--- src/hdl/acmas_pkg.sv ---
package acmas_pkg;

  localparam int CH_W       = 3;
  localparam int SAMPLE_W   = 12;
  localparam int SCALED_W   = 19;
  localparam int CAL_W      = 19;
  localparam int OFFSET_W   = 12;
  localparam int COEF_W     = 7;
  localparam int NUM_CAL    = 5;

  localparam int PADDR_W    = 5;
  localparam int PDATA_W    = 32;
  localparam int REG_IDX_LSB = 2;
  localparam int REG_IDX_W  = PADDR_W - REG_IDX_LSB;

  localparam int FULL_SCALE_MV = 3300;
  localparam int FS_W          = 12;
  localparam int ADC_MAX       = 4095;

  // Divider: quotient bits per cycle and cycles per item
  localparam int DIV_STEPS  = 4;
  localparam int DIV_CYCLES = SAMPLE_W / DIV_STEPS;
  localparam int DIVCNT_W   = 2;

  // Scaling datapath widths
  localparam int PROD1_W = OFFSET_W + COEF_W;
  localparam int PROD2_W = PROD1_W + FS_W;
  localparam int Q0_W    = PROD2_W - SAMPLE_W;
  localparam int Y_W     = Q0_W + 1;
  localparam int Q1_W    = Y_W - SAMPLE_W;
  localparam int Z_W     = SAMPLE_W + 1;

  typedef logic [CAL_W-1:0] cal_t;

  localparam cal_t CAL_RESET [NUM_CAL] = '{
    19'd41030, 19'd45131, 19'd45131, 19'd4096, 19'd41030
  };

  typedef enum logic [7:0] {
    S_IDLE  = 8'b0000_0001,
    S_CTRL  = 8'b0000_0010,
    S_RING  = 8'b0000_0100,
    S_DIV   = 8'b0000_1000,
    S_MUL   = 8'b0001_0000,
    S_SCALE = 8'b0010_0000,
    S_FOLD  = 8'b0100_0000,
    S_EMIT  = 8'b1000_0000
  } state_t;

endpackage

--- src/hdl/adc_channel_moving_average_scaler.sv ---
// Channel   Handshake                  Payload
// --------  -------------------------  ------------------------------------
// in        in_valid / in_stall        channel, sample
// out       out_valid / out_stall      channel_out, filtered, scaled
// cfg       psel/penable/pwrite/pready paddr, pwdata, prdata (cal_ch0..4)
//
// An item passes through two dependent memory reads (channel state at
// acceptance, then the ring slot in S_CTRL), a write-back in S_RING, the
// 4-bit-per-cycle divider in S_DIV, and scaling and output load in S_MUL,
// S_SCALE, S_FOLD and S_EMIT before the next item is accepted.
// An item with a channel of CHANNELS or more is dropped at acceptance.
// Reset clears the channel state through per-channel valid bits; the sample
// ring needs no clearing: an old slot value is used only once the ring is full.
// A stalled result waits in the output register; the next item is still taken.
module adc_channel_moving_average_scaler #(
  parameter int CHANNELS = 5,
  parameter int WINDOW   = 16
) (
  input  logic                                clk,
  input  logic                                rst,

  input  logic                                psel,
  input  logic                                penable,
  input  logic                                pwrite,
  input  logic [acmas_pkg::PADDR_W-1:0]       paddr,
  input  logic [acmas_pkg::PDATA_W-1:0]       pwdata,
  output logic [acmas_pkg::PDATA_W-1:0]       prdata,
  output logic                                pready,

  input  logic                                in_valid,
  output logic                                in_stall,
  input  logic [acmas_pkg::CH_W-1:0]          channel,
  input  logic [acmas_pkg::SAMPLE_W-1:0]      sample,

  output logic                                out_valid,
  input  logic                                out_stall,
  output logic [acmas_pkg::CH_W-1:0]          channel_out,
  output logic [acmas_pkg::SAMPLE_W-1:0]      filtered,
  output logic [acmas_pkg::SCALED_W-1:0]      scaled
);

  localparam int CIDX_W     = (CHANNELS > 1) ? $clog2(CHANNELS) : 1;
  localparam int SLOT_W     = (WINDOW > 1) ? $clog2(WINDOW) : 1;
  localparam int FILL_W     = $clog2(WINDOW + 1);
  localparam int SUM_W      = $clog2(WINDOW * acmas_pkg::ADC_MAX + 1);
  localparam int RING_DEPTH = CHANNELS * (2 ** SLOT_W);
  localparam int RING_AW    = CIDX_W + SLOT_W;

  typedef struct packed {
    logic [SUM_W-1:0]  sum;
    logic [FILL_W-1:0] fill;
    logic [SLOT_W-1:0] slot;
  } ctrl_t;

  acmas_pkg::state_t state;

  // Configuration registers
  acmas_pkg::cal_t                    cal_reg [acmas_pkg::NUM_CAL];
  logic [acmas_pkg::REG_IDX_W-1:0]    cfg_idx;
  logic                               cfg_we;

  // Current item
  logic [acmas_pkg::CH_W-1:0]         item_ch;
  logic [acmas_pkg::SAMPLE_W-1:0]     item_sample;
  logic [CIDX_W-1:0]                  ch_idx;
  logic                               in_fire;
  logic                               in_ok;

  // Channel state memory with valid bits
  ctrl_t                              ctrl_mem [CHANNELS];
  logic [CHANNELS-1:0]                ctrl_vld;
  ctrl_t                              ctrl_q;
  logic                               ctrl_q_vld;
  ctrl_t                              ctrl_cur;
  ctrl_t                              ctrl_upd;
  logic                               ring_full;

  // Sample ring memory
  logic [acmas_pkg::SAMPLE_W-1:0]     ring [RING_DEPTH];
  logic [acmas_pkg::SAMPLE_W-1:0]     ring_q;
  logic [RING_AW-1:0]                 ring_addr;

  // Divider
  logic [FILL_W-1:0]                  div_rem;
  logic [FILL_W-1:0]                  div_den;
  logic [acmas_pkg::SAMPLE_W-1:0]     div_num;
  logic [acmas_pkg::DIVCNT_W-1:0]     div_cnt;
  logic [FILL_W-1:0]                  div_rem_next;
  logic [acmas_pkg::SAMPLE_W-1:0]     div_num_next;

  // Scaling
  acmas_pkg::cal_t                    cal_sel;
  logic [acmas_pkg::OFFSET_W-1:0]     cal_offset;
  logic [acmas_pkg::COEF_W-1:0]       cal_coef;
  logic [acmas_pkg::OFFSET_W-1:0]     diff;
  logic [acmas_pkg::PROD1_W-1:0]      prod1;
  logic [acmas_pkg::PROD2_W-1:0]      prod2;
  logic [acmas_pkg::Q0_W-1:0]         fold_q0;
  logic [acmas_pkg::Y_W-1:0]          fold_y;
  logic [acmas_pkg::Q1_W-1:0]         fold_q1;
  logic [acmas_pkg::Z_W-1:0]          fold_z;
  logic [acmas_pkg::SCALED_W-1:0]     quot;
  logic                               out_load;

  // ---------------------------------------------------------------------
  // Configuration port
  // ---------------------------------------------------------------------
  assign pready  = 1'b1;
  assign cfg_idx = paddr[acmas_pkg::PADDR_W-1:acmas_pkg::REG_IDX_LSB];
  assign cfg_we  = psel && penable && pwrite && pready;

  always_ff @(posedge clk) begin
    if (rst) begin
      for (int i = 0; i < acmas_pkg::NUM_CAL; i++) begin
        cal_reg[i] <= acmas_pkg::CAL_RESET[i];
      end
    end else if (cfg_we && (cfg_idx < acmas_pkg::REG_IDX_W'(acmas_pkg::NUM_CAL))) begin
      cal_reg[cfg_idx] <= pwdata[acmas_pkg::CAL_W-1:0];
    end
  end

  always_comb begin
    prdata = '0;
    if (cfg_idx < acmas_pkg::REG_IDX_W'(acmas_pkg::NUM_CAL)) begin
      prdata = acmas_pkg::PDATA_W'(cal_reg[cfg_idx]);
    end
  end

  // ---------------------------------------------------------------------
  // Input side
  // ---------------------------------------------------------------------
  assign in_stall = (state != acmas_pkg::S_IDLE);
  assign in_fire  = in_valid && !in_stall;
  assign in_ok    = (channel < acmas_pkg::CH_W'(CHANNELS));
  assign ch_idx   = item_ch[CIDX_W-1:0];

  // ---------------------------------------------------------------------
  // Channel state update
  // ---------------------------------------------------------------------
  assign ctrl_cur  = ctrl_q_vld ? ctrl_q : '0;
  assign ring_full = (ctrl_cur.fill == FILL_W'(WINDOW));
  assign ring_addr = {ch_idx, ctrl_cur.slot};

  always_comb begin
    ctrl_upd = ctrl_cur;
    if (ring_full) begin
      // drop the oldest sample before the new one enters
      ctrl_upd.sum = ctrl_cur.sum - SUM_W'(ring_q) + SUM_W'(item_sample);
    end else begin
      ctrl_upd.sum  = ctrl_cur.sum + SUM_W'(item_sample);
      ctrl_upd.fill = ctrl_cur.fill + 1'b1;
    end
    if (ctrl_cur.slot == SLOT_W'(WINDOW - 1)) begin
      ctrl_upd.slot = '0;
    end else begin
      ctrl_upd.slot = ctrl_cur.slot + 1'b1;
    end
  end

  // Channel state memory: read at acceptance, written back in S_RING
  always_ff @(posedge clk) begin
    if (in_fire && in_ok) begin
      ctrl_q <= ctrl_mem[channel[CIDX_W-1:0]];
    end
    if (state == acmas_pkg::S_RING) begin
      ctrl_mem[ch_idx] <= ctrl_upd;
    end
  end

  always_ff @(posedge clk) begin
    if (rst) begin
      ctrl_vld   <= '0;
      ctrl_q_vld <= 1'b0;
    end else begin
      if (in_fire && in_ok) begin
        ctrl_q_vld <= ctrl_vld[channel[CIDX_W-1:0]];
      end
      if (state == acmas_pkg::S_RING) begin
        ctrl_vld[ch_idx] <= 1'b1;
      end
    end
  end

  // Sample ring: read the slot in S_CTRL, overwrite it in S_RING
  always_ff @(posedge clk) begin
    if (state == acmas_pkg::S_CTRL) begin
      ring_q <= ring[ring_addr];
    end
    if (state == acmas_pkg::S_RING) begin
      ring[ring_addr] <= item_sample;
    end
  end

  // ---------------------------------------------------------------------
  // Restoring divider, DIV_STEPS quotient bits per cycle
  // ---------------------------------------------------------------------
  always_comb begin
    logic [FILL_W-1:0]              rem_v;
    logic [acmas_pkg::SAMPLE_W-1:0] num_v;
    logic [FILL_W:0]                trial;
    rem_v = div_rem;
    num_v = div_num;
    for (int i = 0; i < acmas_pkg::DIV_STEPS; i++) begin
      trial = {rem_v, num_v[acmas_pkg::SAMPLE_W-1]};
      if (trial >= {1'b0, div_den}) begin
        rem_v = FILL_W'(trial - {1'b0, div_den});
        num_v = {num_v[acmas_pkg::SAMPLE_W-2:0], 1'b1};
      end else begin
        rem_v = trial[FILL_W-1:0];
        num_v = {num_v[acmas_pkg::SAMPLE_W-2:0], 1'b0};
      end
    end
    div_rem_next = rem_v;
    div_num_next = num_v;
  end

  // ---------------------------------------------------------------------
  // Scaling: x = diff * coef * 3300, then x / 4095 by folding 4096 = 4095 + 1
  // ---------------------------------------------------------------------
  assign cal_sel    = cal_reg[item_ch];
  assign cal_offset = cal_sel[acmas_pkg::OFFSET_W-1:0];
  assign cal_coef   = cal_sel[acmas_pkg::CAL_W-1:acmas_pkg::OFFSET_W];
  assign diff       = (div_num > cal_offset) ? (div_num - cal_offset) : '0;

  assign fold_q1 = fold_y[acmas_pkg::Y_W-1:acmas_pkg::SAMPLE_W];
  assign fold_z  = acmas_pkg::Z_W'(fold_q1)
                 + acmas_pkg::Z_W'(fold_y[acmas_pkg::SAMPLE_W-1:0]);
  assign quot    = acmas_pkg::SCALED_W'(fold_q0)
                 + acmas_pkg::SCALED_W'(fold_q1)
                 + acmas_pkg::SCALED_W'(fold_z >= acmas_pkg::Z_W'(acmas_pkg::ADC_MAX));

  assign out_load = (state == acmas_pkg::S_EMIT) && !(out_valid && out_stall);

  // ---------------------------------------------------------------------
  // Sequencer and datapath registers
  // ---------------------------------------------------------------------
  always_ff @(posedge clk) begin
    if (rst) begin
      state     <= acmas_pkg::S_IDLE;
      out_valid <= 1'b0;
    end else begin
      if (out_valid && !out_stall && !out_load) begin
        out_valid <= 1'b0;
      end
      unique case (state)
        acmas_pkg::S_IDLE: begin
          if (in_fire && in_ok) begin
            item_ch     <= channel;
            item_sample <= sample;
            state       <= acmas_pkg::S_CTRL;
          end
        end
        acmas_pkg::S_CTRL: begin
          state <= acmas_pkg::S_RING;
        end
        acmas_pkg::S_RING: begin
          // sum < fill * 4096, so the upper part already sits below the divisor
          div_rem <= FILL_W'(ctrl_upd.sum >> acmas_pkg::SAMPLE_W);
          div_num <= ctrl_upd.sum[acmas_pkg::SAMPLE_W-1:0];
          div_den <= ctrl_upd.fill;
          div_cnt <= '0;
          state   <= acmas_pkg::S_DIV;
        end
        acmas_pkg::S_DIV: begin
          div_rem <= div_rem_next;
          div_num <= div_num_next;
          div_cnt <= div_cnt + 1'b1;
          if (div_cnt == acmas_pkg::DIVCNT_W'(acmas_pkg::DIV_CYCLES - 1)) begin
            state <= acmas_pkg::S_MUL;
          end
        end
        acmas_pkg::S_MUL: begin
          prod1 <= acmas_pkg::PROD1_W'(diff) * acmas_pkg::PROD1_W'(cal_coef);
          state <= acmas_pkg::S_SCALE;
        end
        acmas_pkg::S_SCALE: begin
          prod2 <= acmas_pkg::PROD2_W'(prod1) * acmas_pkg::PROD2_W'(acmas_pkg::FULL_SCALE_MV);
          state <= acmas_pkg::S_FOLD;
        end
        acmas_pkg::S_FOLD: begin
          fold_q0 <= prod2[acmas_pkg::PROD2_W-1:acmas_pkg::SAMPLE_W];
          fold_y  <= acmas_pkg::Y_W'(prod2[acmas_pkg::PROD2_W-1:acmas_pkg::SAMPLE_W])
                   + acmas_pkg::Y_W'(prod2[acmas_pkg::SAMPLE_W-1:0]);
          state   <= acmas_pkg::S_EMIT;
        end
        acmas_pkg::S_EMIT: begin
          // hold until the output register is free
          if (out_load) begin
            out_valid   <= 1'b1;
            channel_out <= item_ch;
            filtered    <= div_num;
            scaled      <= quot;
            state       <= acmas_pkg::S_IDLE;
          end
        end
        default: begin
          state <= acmas_pkg::S_IDLE;
        end
      endcase
    end
  end

  // ---------------------------------------------------------------------
  // Assertions
  // ---------------------------------------------------------------------
  a_accept_starts: assert property (@(posedge clk) disable iff (rst)
    (in_fire && in_ok) |=> (state == acmas_pkg::S_CTRL))
    else $error("accepted item did not start the channel state read");

  a_ctrl_bounds: assert property (@(posedge clk) disable iff (rst)
    (state == acmas_pkg::S_RING) |->
      (ctrl_upd.fill != '0) && (ctrl_upd.fill <= FILL_W'(WINDOW)) &&
      ({1'b0, ctrl_upd.slot} < (SLOT_W + 1)'(WINDOW)))
    else $error("channel state written back out of range");

  a_div_rem: assert property (@(posedge clk) disable iff (rst)
    (state == acmas_pkg::S_DIV) |-> (div_rem < div_den))
    else $error("divider remainder not below divisor");

  a_emit_loads: assert property (@(posedge clk) disable iff (rst)
    out_load |=> out_valid && (state == acmas_pkg::S_IDLE))
    else $error("finished item not loaded into the output register");

endmodule

--- config.mk ---
export PLATFORM = sky130hd
export DESIGN_NAME = adc_channel_moving_average_scaler
export DESIGN_NICKNAME = d
export VERILOG_FILES = /design/src/hdl/acmas_pkg.sv /design/src/hdl/adc_channel_moving_average_scaler.sv
export SDC_FILE = /design/constraint.sdc
export NUM_CORES = 2
export LEC_CHECK = 0
export BUFFER_PORTS_ARGS = -buffer_cell sky130_fd_sc_hd__buf_2
export CORE_MARGIN = 10
export CORE_UTILIZATION = 65
export CTS_CLUSTER_DIAMETER = 50
export CTS_CLUSTER_SIZE = 28
export DETAILED_ROUTE_END_ITERATION = 10
export HOLD_SLACK_MARGIN = 0.03
export PLACE_DENSITY = 0.82
export SYNTH_ARGS = -nofsm -noshare
export SYNTH_HDL_FRONTEND = slang
export SYNTH_SLANG_ARGS = --single-unit
--- constraint.sdc ---
create_clock -name clk -period 14.9 [get_ports clk]
set_input_delay 2.98 -clock clk [delete_from_list [all_inputs] [get_ports clk]]
set_output_delay 2.98 -clock clk [all_outputs]
set_load 0.02 [all_outputs]
# Word-level counts from Yosys, hierarchy flattened
# Memory sizes are Yosys's and may differ from the RTL's. A register that Yosys moved wholly into a read port is not among the register bits.
# Cells that the tools add are included.
[op_classes]
magnitude_cmp = 11
n_eq_ne = 15
addsub = 15
n_reduce_logical = 24
n_mul = 2
muxes = 39
bitwise = 2
[ops]
columns = ["operator", "count"]
rows = [
  ["$pmux 8 s8", 1],
  ["$mux 19", 2],
  ["$add 16x12->16", 2],
  ["$mul 19x10->29 const B", 1],
  ["$mux 25", 1],
  ["$mux 5", 5],
  ["$ge 6x5->1", 4],
  ["$mux 8", 3],
  ["$pmux 12 s2", 1],
  ["$add 19x12->20", 1],
  ["$sub 5x5->5", 4],
  ["$add 19x1->19", 1],
  ["$add 19x8->19", 1],
  ["$mul 12x7->19", 1],
  ["$reduce_or 19->1", 1],
  ["$mux 1", 17],
  ["$mux 16", 1],
  ["$sub 16x12->16", 1],
  ["$add 8x12->13", 1],
  ["$ge 13x12->1 const B", 1],
  ["$gt 12x12->1", 1],
  ["$mux 12", 1],
  ["$sub 12x12->12", 1],
  ["$logic_and 1x1->1", 10],
  ["other kinds (31)", 45],
]
[word_totals]
memories = 3
out_inout_bits = 69
regBits = 175
mem_bits_rw = 1180
word_cells = 128
[memory_table]
columns = ["memory", "words", "width", "read_ports", "rd_clocked_by_memory_dff", "wr", "line_no", "source"]
rows = [
  ["ring", 80, 12, 1, 1, 1, "adc_channel_moving_average_scaler.sv:79", "logic [acmas_pkg::SAMPLE_W-1:0] ring [RING_DEPTH];"],
  ["ctrl_mem", 5, 25, 1, 1, 1, "adc_channel_moving_average_scaler.sv:70", "ctrl_t ctrl_mem [CHANNELS];"],
  ["cal_reg", 5, 19, 2, 1, 5, "adc_channel_moving_average_scaler.sv:58", "acmas_pkg::cal_t cal_reg [acmas_pkg::NUM_CAL];"],
]

# Logic depth before layout (Yosys ltp)
[logic_depth]
ltp_word = 9
ltp_mapped = 32
ltp_nobuf = 30

# Least setup slack after synthesis
# No wires, ideal clock.
[synth_timing]
path_kind = "register to register"
from = "reg (tool-made name)"
to = "reg prod1[18] in the netlist's numbering, data pin"
arrival_ns = 7.881
synth_period_minus_slack_ns = 8.140
stages_incl_launch_ff = 29
slack_ns = 6.760
cell_sequence = "dfxtp_1 clkbuf_1 buf_1 mux4_2 mux2i_1 ha_1 a21o_1 a21oi_1 o21bai_1 a21oi_1 o21ai_1 a2111oi_0 or4_1 clkbuf_1 or2_1 fa_1 fa_1 inv_1 fa_1 fa_1 ha_1 nand2_1 o21ai_0 or4_1 a31oi_1 a21oi_1 a211o_1 a21oi_1 xnor2_1"
[synth_rtl]
columns = ["element", "line_no", "source"]
rows = [
  ["end signal, assigned", "adc_channel_moving_average_scaler.sv:273", "prod1 <= acmas_pkg::PROD1_W'(diff) * acmas_pkg::PROD1_W'(cal_coef);"],
  ["end, declared", "adc_channel_moving_average_scaler.sv:96", "logic [acmas_pkg::PROD1_W-1:0] prod1;"],
]

==> run summary <==
status: completed
post-synthesis simple-gate area fraction: 0.0646
GR Layer Usage met3: 0.0683
multiplexer share of the synthesized area: 0.0605
maximum level of the CTS H-tree: 3
internal reg-to-reg setup slack: 5930 ps
wire length of the first global-routing pass: 242,000 um
library cell used as clock root buffer: clkbuf_16
TritonCTS clock tree: yes
count of pins on the block boundary: 128
share of synthesized registers carrying an async set or reset: 0
fraction of synthesized cell area in xor and xnor cells: 0.0150
fraction of the cycle the final worst path needs: 0.602
number of cells on the worst hold path: 0
buffer levels on the longest clock path: 3
detailed-route via count: 40,242
leading cell types in the layout, fill and taps excluded: edfxtp_1, inv_1, ha_1, nor2_1, nand2_1
number of warnings printed during yosys synthesis: 0
busiest layer in global routing: met2
count of cells along the worst register-to-register path: 27
GR Util All Layers: 0.282
via count of the first global-routing pass: 40,184
endpoint required time on the critical path: 15,350 ps
DRC Markers: 0
Setup Skew: 61.7 ps
Rows: 116
Synth Area in Compound Gates: 0.0884
time the final worst path needs with I/O delays and setup: 8970 ps
met1 track demand over resource: 0.384
Die Height: 338 um
most frequent standard cell in the layout excluding fill and tap cells: edfxtp_1
number of endpoints with negative hold slack in the final report: 0
core area: 100,000 um2
slew at the pin closest to its max-slew limit: 1310 ps
Crit Path Max Fanout: 38
max-slew violation count: 0
unrepaired setup endpoints after global routing: no
number of clock sinks seen by CTS: 1,450
met2 track demand over resource: 0.438
number of flip-flops under the largest register name: 960
violation count after the first detailed-route iteration: 6,132
antenna violations before repair: 3
sum of routed wire length over all layers: 162,000 um
achievable clock frequency: 112 MHz
mean routed wirelength per cell: 27.1 um
Die Span X: 338 um
final net count: 4,987
startpoint class of the critical path: flop
Min Hold Slack: 433 ps
mean number of vias per cell: 6.73
adder and majority gate portion of the synthesized area: 0.0815
power density normalized to cell area: 135 nW/um2
hold buffer count at cts: 0
layout cells sized above 1: 0.150
initial core utilization: 0.655
P&R area growth vs syn: 10.7%
number of CTS-inserted buffers: 114
signal arrival time at the worst endpoint: 9410 ps
Post-CTS Repair Setup Buffers: 0
final estimated routing congestion in global placement: 0.904
Max Cap Viol: 0
number of buffer cells added on primary ports: 98
final setup violation count: 0
CTS resizes: 0
total of flip-flops plus latches after synthesis: 1,450
total congestion overflow after global routing: 0
dominant combinational cell family by area after synthesis: compound AO/OA/AOI/OAI gates
setup TNS: 0 ps
share of synthesized area occupied by flip-flops and latches: 0.661
die area: 114,000 um2
CP endpoint kind: flop
clock slew seen by the registers of the worst setup and hold paths: 80 ps
Leakage Power: 26.0 nW
Worst Hold Launch: prod2[13]
first drt pass iteration count: 9
Peak VDD IR: 0.000127 V
placed wire-length estimate: 98,400 um
mean instance size in the synthesized netlist: 15.1 um2
Routed Antenna Nets: 0
end point of the most critical hold path: fold_q0[1]
cell area after synthesis: 65,600 um2
startpoint-to-endpoint class of the critical path: reg2reg
dominant synthesized flop cell: edfxtp_1
end of the worst register-to-register path: prod1[18]
number of synthesized flops with an enable pin: 1,432
Max transition margin: 0.121
gate count after technology mapping: 4,357
largest net degree at the start of global routing: 83
clock latency on the worst-skew pair: 760 ps
classification of the worst-slack hold path: reg2reg
number of unique standard cell types used by synthesis: 80
==> layer usage <==
metal	vias up	share of wire
li1	17229	-
met1	19677	0.37
met2	2857	0.46
met3	477	0.13
met4	2	0.041
met5	-	0.000049
==> how the worst max path moves through the flow <==
| stage | from | end | slack [ps] | cells past startpoint |
|---|---|---|---|---|
| 2_1_floorplan | flop | prod1[18] | 6760 | 28 |
| 3_3_place_gp | flop | prod1[18] | 6150 | 26 |
| 3_5_place_dp | flop | prod1[18] | 5990 | 26 |
| 4_1_cts | flop | prod1[18] | 5950 | 26 |
| 5_1_grt | flop | prod1[18] | 5330 | 26 |
| 6_report | flop | prod1[18] | 5930 | 27 |
==> per-stage QoR <==
stage	worst slack [ps]	cells	total power [mW]	utilization	instance area, um2
finish	5930	5978	9.82	0.725	72600
global route	5330	5977	10.2	0.725	72600
CTS	5950	5977	9.81	0.725	72600
detailed placement	5990	5761	6.60	0.683	68400
global placement	6150	5761	6.54	0.683	68400
floorplan	6760	4426	6.08	-	65800
==> worst max-delay path, stage by stage, from the launching register on <==
cell and delay, ps:
dfxtp_2 1060, mux4_2 410, mux2_2 170, ha_1 160, inv_1 60, fa_1 420
a21o_1 170, a21oi_1 220, o21bai_1 110, a21oi_1 240, o21ai_1 170, a2111oi_0 840
nor2_1 460, nand3_1 210, fa_1 460, fa_1 570, inv_1 60, fa_1 490
fa_1 410, ha_1 360, nand2_1 100, o21ai_0 140, or4_1 470, a31oi_1 230
a21oi_1 180, a211o_1 280, a21oi_1 180, xnor2_1 80
==> kinds of logic (layout without fill, tap and decap cells) <==
family | Yosys count | after routing
mux | 288 | 288
xor+xnor | 112 | 112
simple gates | 861 | 861
fa+ha+maj | 349 | 349
compound gates | 812 | 812
buf+inv | 483 | 736
other cells | 2 | 72
flops | 1450 | 1450
==> where the power goes <==
part	total, mW	internal (mW)	leakage (nW)	switching (mW)
clock	3.26	1.60	2.01	1.66
sequential	4.66	4.62	13.1	0.0375
combinational	1.91	0.712	10.9	1.20
==> cells in the mapped netlist (all sizes together), types with 18 or more instances <==
master | instances | area, um2
a211oi | 19 | 143
a21boi | 18 | 135
a21o | 37 | 278
a21oi | 145 | 726
a221oi | 18 | 158
a222oi | 115 | 1150
a22oi | 162 | 1220
and2 | 83 | 519
and3 | 25 | 161
buf | 63 | 314
clkbuf | 145 | 544
dfxtp | 18 | 360
edfxtp | 1432 | 43000
fa | 130 | 2600
ha | 219 | 2740
inv | 272 | 1020
mux2 | 116 | 1310
mux2i | 97 | 971
mux4 | 75 | 1690
nand2 | 193 | 724
nand2b | 43 | 269
nand3 | 98 | 490
nand4 | 48 | 300
nor2 | 220 | 828
nor2b | 21 | 131
nor3 | 49 | 245
o21ai | 134 | 671
o22ai | 26 | 163
xnor2 | 70 | 613
xor2 | 42 | 368
==> layout make-up <==
cell class | count | area (um2)
inverters | 275 | 1030
clock inverters | 95 | 1300
diodes | 1 | 2.50
clock buffers | 121 | 2900
fillers | 5979 | 27600
repair buffers | 245 | 1590
well taps | 1298 | 1620
multi-input cells | 2493 | 20700
flip-flops and latches | 1450 | 43400
No activity file was read; power rests on OpenSTA's default activity.
